File: config.mk
export PLATFORM = sky130hd
export DESIGN_NAME = mcct_fifo
export DESIGN_NICKNAME = d
export VERILOG_FILES = /design/src/hw/rtl/mcct_pkg.sv /design/src/hw/rtl/mcct_fifo.sv
export SDC_FILE = /design/constraint.sdc
export NUM_CORES = 1
export LEC_CHECK = 0
export BUFFER_PORTS_ARGS = -buffer_cell sky130_fd_sc_hd__buf_2
export CORE_MARGIN = 3
export CORE_UTILIZATION = 40
export CTS_BUF_LIST = sky130_fd_sc_hd__clkbuf_16
export DETAILED_ROUTE_END_ITERATION = 10
export GPL_TIMING_DRIVEN = 0
export MAX_ROUTING_LAYER = met4
export PLACE_DENSITY = 0.61
export SYNTH_ARGS = -nofsm -noshare
export SYNTH_HDL_FRONTEND = slang
export SYNTH_SLANG_ARGS = --single-unit
File: constraint.sdc
create_clock -name clk -period 1.3 [get_ports clk]
set_input_delay 0.065 -clock clk [delete_from_list [all_inputs] [get_ports clk]]
set_output_delay 0.065 -clock clk [all_outputs]
set_load 0.01 [all_outputs]
File: src/hw/rtl/mcct_pkg.sv
package mcct_pkg;

  // result codes
  localparam logic [1:0] OUT_INSIDE  = 2'd0;
  localparam logic [1:0] OUT_CONTACT = 2'd1;
  localparam logic [1:0] OUT_NONE    = 2'd2;

  localparam int TIME_BITS = 32;
  localparam int MUL_CHUNK = 16;
  localparam int QDEPTH    = 4;

  // stages of the chunked multiplier for a multiplier operand of wb bits
  function automatic int mul_lat(input int wb);
    return (wb + MUL_CHUNK - 1) / MUL_CHUNK;
  endfunction

endpackage

File: src/hw/rtl/mcct_fifo.sv
module mcct_fifo #(
  parameter int W = 8
) (
  input  logic         clk,
  input  logic         rst_n,
  input  logic         push,
  input  logic [W-1:0] wdata,
  output logic         full,
  input  logic         pop,
  output logic         nempty,
  output logic [W-1:0] rdata
);
  import mcct_pkg::*;

  localparam int AW = $clog2(QDEPTH);
  localparam int CW = $clog2(QDEPTH + 1);

  logic [W-1:0]  mem [QDEPTH];
  logic [AW-1:0] wp_r, rp_r;
  logic [CW-1:0] cnt_r;

  always_ff @(posedge clk) begin
    if (!rst_n) begin
      wp_r  <= '0;
      rp_r  <= '0;
      cnt_r <= '0;
    end else begin
      if (push) wp_r <= AW'(wp_r + 1'b1);
      if (pop)  rp_r <= AW'(rp_r + 1'b1);
      if (push && !pop) cnt_r <= CW'(cnt_r + 1'b1);
      else if (pop && !push) cnt_r <= CW'(cnt_r - 1'b1);
    end
  end

  always_ff @(posedge clk) begin
    if (push) mem[wp_r] <= wdata;
  end

  assign full   = (cnt_r == CW'(QDEPTH));
  assign nempty = (cnt_r != '0);
  assign rdata  = mem[rp_r];

endmodule

==> results.toml, run 1 <==
[sta]
skew_ps = 4.33
fin_crit_sh = 1.14
rsz0062_at_grt = "true"
max_clock_freq_mhz = 673
setup_viol = 9
worstMarginPinSlew_ps = 231
final_hold_viol_count = 0
finalMaxSlewViolations = 0
max_slew_margin = 0.846
worst_slack_ps = -186
fin_crit_ps = 1490

[yosys]
synth.distinct_cells = 18
synth_nets = 103
yosysWarnings = 0
synth_seq_cells = 41
netlist_area_um2 = 1600
syn_area_per_cell_um2 = 18.9
ys_seq_area_frac = 0.711
synthesis.instances = 85

[grt]
gr-total-overflow = 0
grt_pass1_vias = 833
grt_antenna_before_repair = 0
grt_first_pass_wirelength_mm = 4.02
track_usage = 0.116
grt_start_max_net_pins = 13

[floorplan]
initial_core_util = 0.425
die_w_um = 69.3
coreArea_um2 = 3770
rows = 22
io_pins = 22
die-area_um2 = 4810
dieHeight_um = 69.3

[clock_network]
clk_path_buf_depth = 2
root_buffer = "clkbuf_16"
insertion_delay_ps = 280
cts_tree = "yes"
cts_buffers = 5
cts.sinks = 41
postCtsSetupBuffers = 0
clkTransAtPathRegs_ps = 60
htree_levels = 2

[final_layout]
nFillCells = 306
final_layout_size_suffix_gt1_frac = 0.405
areaGrowthSynthToFinish_pct = 23.7
multiInputGateArea_um2 = 442
fin_area_um2 = 1980
nets = 133
ff_latch_area_um2 = 1150
antenna_cells = 0

[route]
firstDrtPassIters = 4
ant_nets = 0
wl_mm = 2.36
drc = 0
vias = 792
wl_per_cell_um = 14.4
viasPerCell = 4.83
dr.first_iter.drc_count = 86

[setup_path]
path_class = "flop to output port"
arrival_ps = 1420
path_cells = "buf_12 -> mux4_2 -> buf_6"
worst-path-max-fanout = 8
critPathMaxStageDelay_ps = 520
cpLargestDelayFamily = "multiplexers"
crit_slowest_cell = "mux4_2"
cp-start-kind = "flop"
end_kind = "output port"
crit_buf_inv = 2
required_ps = 1240

[pwr]
power_density_nw_per_um2 = 1550
cellLeakagePower_nw = 0.737
peakVddDrop_mv = 0.550
power.total_w = 0.00308

[placed_design]
dpl.hpwl_mm = 1.62
gp_congestion = 0.628
placed_area_um2 = 1780
portBuffers = 21

[status]
violations = "setup timing"
status = "complete, but fails checks"

[run]
max_cap_viol_count = 0

[worst_hold_path]
worstHoldPathType = "input pin to flop"
## cells by family (layout without fill, tap and decap cells)
group | Yosys count | after routing | synth area share
compound gates | 2 | 2 | 0.00780
xor+xnor | 5 | 5 | 0.0273
fa+ha+maj | 6 | 6 | 0.0515
buf+inv | 6 | 37 | 0.0195
flops | 41 | 41 | 0.711
mux | 10 | 10 | 0.125
simple gates | 15 | 15 | 0.0577
## final timing paths
kind	from	to	slack, ps	cells past startpoint
worst max-delay path	flop	rdata[1]	-190	3
worst min-delay path	wdata[2]	mem[0][2]	0.8	1
worst max register to register	cnt_r[1]	cnt_r[2]	-40	4
worst min register to register	cnt_r[2]	cnt_r[2]	500	2
## Yosys cell counts
library cell	number	area, um^2
and2_1	9	56.3
fa_1	1	20.0
or3_1	2	12.5
clkbuf_2	1	5.00
mux4_2	8	180
buf_6	1	11.3
nand2_1	1	3.75
xnor2_1	2	17.5
nor3b_1	1	7.51
inv_1	4	15.0
nor2b_1	2	12.5
dfxtp_1	9	180
a21boi_1	1	7.51
mux2i_1	2	20.0
ha_1	5	62.6
edfxtp_1	32	961
xor2_1	3	26.3
o21ai_0	1	5.00
## timing repair
action                                 in CTS  in global routing
endpoints found under the hold margin       4                  1
setup endpoints to repair                  41                  9
gates resized for setup                    10                  4
hold buffers                                1                  1
pin swaps                                   0                  0
cloned                                      0                  0
## area by class of cell
cell class	count	share of cell area
Buffer	2	0.0126
Multi-Input combinational cell	38	0.223
Tap cell	48	0.0303
Sequential cell	41	0.578
Clock inverter	3	0.00694
Inverter	4	0.00757
Timing Repair Buffer	23	0.0788
Clock buffer	5	0.0631
## registers in the layout, indices dropped and copies added, names as in the netlist, named ones only
name and flops:
cnt_r 3, rp_r 2, wp_r 2, mem 32
## report_power, final
group          internal (W)  switching (W)  total (W)
Sequential          0.00150      0.0000419    0.00154
Combinational      0.000217       0.000174   0.000390
Clock              0.000696       0.000445    0.00114
Total               0.00242       0.000661    0.00308
## per-stage QoR
stage	utilization	TNS [ps]	hold WS, ps	instances	worst slack [ps]
3_3_place_gp	0.471	-325	276	154	-179
2_1_floorplan	-	-6.60	164	85	-6.60
6_report	0.526	-1420	0.790	164	-186
3_5_place_dp	0.471	-645	289	154	-210
5_1_grt	0.526	-1890	6.23	164	-239
4_1_cts	0.517	-1560	0.205	163	-200
## cells in the final DEF, fill, tap and decap left out, drive strengths merged
master	n
edfxtp	32
buf	22
dfxtp	9
and2	9
mux4	8
inv	7
clkbuf	6
ha	5
xor2	3
or3	2
xnor2	2
mux2i	2
nor2b	2
dlygate4sd3	2
nor3b	1
nand2	1
o21ai	1
a21boi	1
fa	1
## metal layers
layer / part of all wire / vias to the layer above / track usage
li1: - / 378 / -
met1: 0.38 / 386 / 0.120
met2: 0.53 / 23 / 0.190
met3: 0.068 / 5 / 0.0507
met4: 0.024 / 0 / 0.0521
met5: 0 / - / -
Note: power is estimated with default switching activity, not from simulation.
==> run 2: changes to the inputs <==
--- a/config.mk
+++ b/config.mk
@@ -6,13 +6,15 @@
 export NUM_CORES = 1
 export LEC_CHECK = 0
 export BUFFER_PORTS_ARGS = -buffer_cell sky130_fd_sc_hd__buf_2
+export CELL_PAD_IN_SITES_DETAIL_PLACEMENT = 1
+export CELL_PAD_IN_SITES_GLOBAL_PLACEMENT = 1
 export CORE_MARGIN = 3
 export CORE_UTILIZATION = 40
 export CTS_BUF_LIST = sky130_fd_sc_hd__clkbuf_16
 export DETAILED_ROUTE_END_ITERATION = 10
 export GPL_TIMING_DRIVEN = 0
 export MAX_ROUTING_LAYER = met4
-export PLACE_DENSITY = 0.61
+export PLACE_DENSITY = 0.7
 export SYNTH_ARGS = -nofsm -noshare
 export SYNTH_HDL_FRONTEND = slang
 export SYNTH_SLANG_ARGS = --single-unit
==> run 2 against run 1 <==
  * The flow still finishes with violations (setup timing)
  * Sequential cell count is the same
  * Design area rose by 1.8%
  * Critical path depth stayed put
  * Worst setup slack gained 5.6 ps
  * Clock skew decreased by 1.9 ps
  * Sequential share of layout area decreased by 0.94 points
  * Combinational power up 9.0%
  * Routed wire length up 22%
  * Register-to-register slack barely moved
  * Worst hold slack better by 8.4 ps
  * Cell count decreased by 0.61%
  * Clock power increased by 18%
  * Critical path type unchanged
==> results.toml, run 2 (synthesis gave the netlist of run 1 again) <==
[sta]
worstMarginPinSlew_ps = 247
worst_hold_slack_ps = 9.22
finalMaxSlewViolations = 0
final_hold_viol_count = 0
worst_slack_ps = -180
setup_viol = 9
fin_crit_ps = 1480
fin_crit_sh = 1.14
max_clock_freq_mhz = 676
skew_ps = 2.45
max_slew_margin = 0.836
rsz0062_at_grt = "true"

[grt]
grt_pass1_vias = 943
track_usage = 0.136
grt_antenna_before_repair = 0
gr-total-overflow = 0
grt_start_max_net_pins = 14
grt_first_pass_wirelength_mm = 4.86

[status]
violations = "setup timing"
status = "complete, but fails checks"

[setup_path]
endpoint = "rdata[3]"
path_class = "flop to output port"
worst-path-max-fanout = 8
arrival_ps = 1420
ff2ff_path_depth = 4
r2r-end = "cnt_r[2]"
cp-start-kind = "flop"
rrSetupSlack_ps = -50
crit-reg2reg-launch = "cnt_r[1]"
end_kind = "output port"
required_ps = 1240

[clock_network]
cts_buffers = 5
insertion_delay_ps = 270
htree_levels = 2
clk_path_buf_depth = 2
root_buffer = "clkbuf_16"
cts_tree = "yes"
postCtsSetupBuffers = 0
cts.sinks = 41
clkTransAtPathRegs_ps = 60

[route]
viasPerCell = 5.04
dr.first_iter.drc_count = 58
wl_mm = 2.87
drc = 0
vias = 821
wl_per_cell_um = 17.6
firstDrtPassIters = 4
ant_nets = 0

[final_layout]
largest_register = "mem"
final_common_cell = "edfxtp_1"
antenna_cells = 0
layout_common_cells = "edfxtp_1, buf_2, mux4_2, buf_6"
areaGrowthSynthToFinish_pct = 25.9
nets = 132
final_layout_size_suffix_gt1_frac = 0.426
reg_top3 = "mem: 32 flops, cnt_r: 3 flops"
final_util = 0.536
instances_no_fill = 163
largest_reg_flops = 32

[run]
max_cap_viol_count = 0

[floorplan]
die_w_um = 69.3
coreArea_um2 = 3770
die-area_um2 = 4810
rows = 22
initial_core_util = 0.425
dieHeight_um = 69.3
io_pins = 22

[pwr]
pwr-share-seq = 0.468
peakVddDrop_mv = 0.684
switching_power_w = 0.000681
cellLeakagePower_nw = 0.748
power_density_nw_per_um2 = 1640
power.total_w = 0.00331
clockPowerShare = 0.404
switching_share = 0.206
intPower_w = 0.00263
combinationalPowerShare = 0.128

[placed_design]
dpl.cell_count = 154
portBuffers = 21
pre_cts_ws_ps = -215
dpl.hpwl_mm = 1.93
gp_congestion = 0.690

[worst_hold_path]
worstHoldPathType = "input pin to flop"
## run 2: changes by cell type in the layout (fill, tap and decap cells not counted)
cell | before | now
dlygate4sd3_1 | 2 | 1
dfxtp_2 | 2 | 3
inv_1 | 5 | 4
clkinv_2 | 0 | 1
bufinv_16 | 0 | 1
dfxtp_1 | 6 | 5
inv_4 | 1 | 0
buf_2 | 16 | 13
buf_6 | 5 | 8
## run 2: per-stage QoR
| stage | area (um^2) | TNS (ps) |
|---|---|---|
| CTS | 1990 | -1600 |
| global placement | 1780 | -311 |
| detailed placement | 1780 | -1340 |
| finish | 2020 | -1390 |
| global route | 2020 | -1830 |
| floorplan | 1610 | -6.60 |
## run 2: power by group through the flow
stage          clock, W  combinational [W]  sequential, W
5_1_grt         0.00142           0.000472        0.00156
3_3_place_gp          0           0.000343        0.00156
3_5_place_dp          0           0.000365        0.00157
2_1_floorplan         0           0.000236        0.00156
4_1_cts         0.00137           0.000414        0.00155
6_report        0.00134           0.000425        0.00155
## run 2: repair_timing
action,in CTS,in global routing
endpoints found under the setup margin,41,14
resized for setup,13,5
endpoints found under the hold margin,4,0
hold buffers,1,0
## run 2: layout make-up
| class | count | area, um^2 |
|---|---|---|
| clock inverters | 3 | 38.8 |
| plain buffers | 2 | 25.0 |
| clock buffers | 5 | 125 |
| well taps | 48 | 60.1 |
| repair buffers | 22 | 165 |
| flip-flops and latches | 41 | 1150 |
| fillers | 350 | 1750 |
| inverters | 4 | 15.0 |
| multi-input cells | 38 | 442 |
## run 2: worst max-delay path, stage by stage (launching register included)
cell and delay (ps):
dfxtp_2 340, buf_12 140, mux4_2 530, buf_6 140
## run 2: metal layers
metal | vias up | GRT usage | wire [um]
met5 | - | - | 0
met4 | 0 | 0.0390 | 4
met3 | 2 | 0.0348 | 85
met2 | 18 | 0.236 | 1610
met1 | 423 | 0.155 | 1170
li1 | 378 | - | -
## run 2: worst min path at each step
stage,start,end,slack (ps),depth (start not counted)
2_1_floorplan,wdata[0],mem[0][0],160,0
4_1_cts,wdata[1],mem[0][1],3,1
3_3_place_gp,wdata[0],mem[0][0],280,1
5_1_grt,wdata[1],mem[1][1],7,1
6_report,wdata[3],mem[1][3],9,1
3_5_place_dp,wdata[4],mem[2][4],290,1
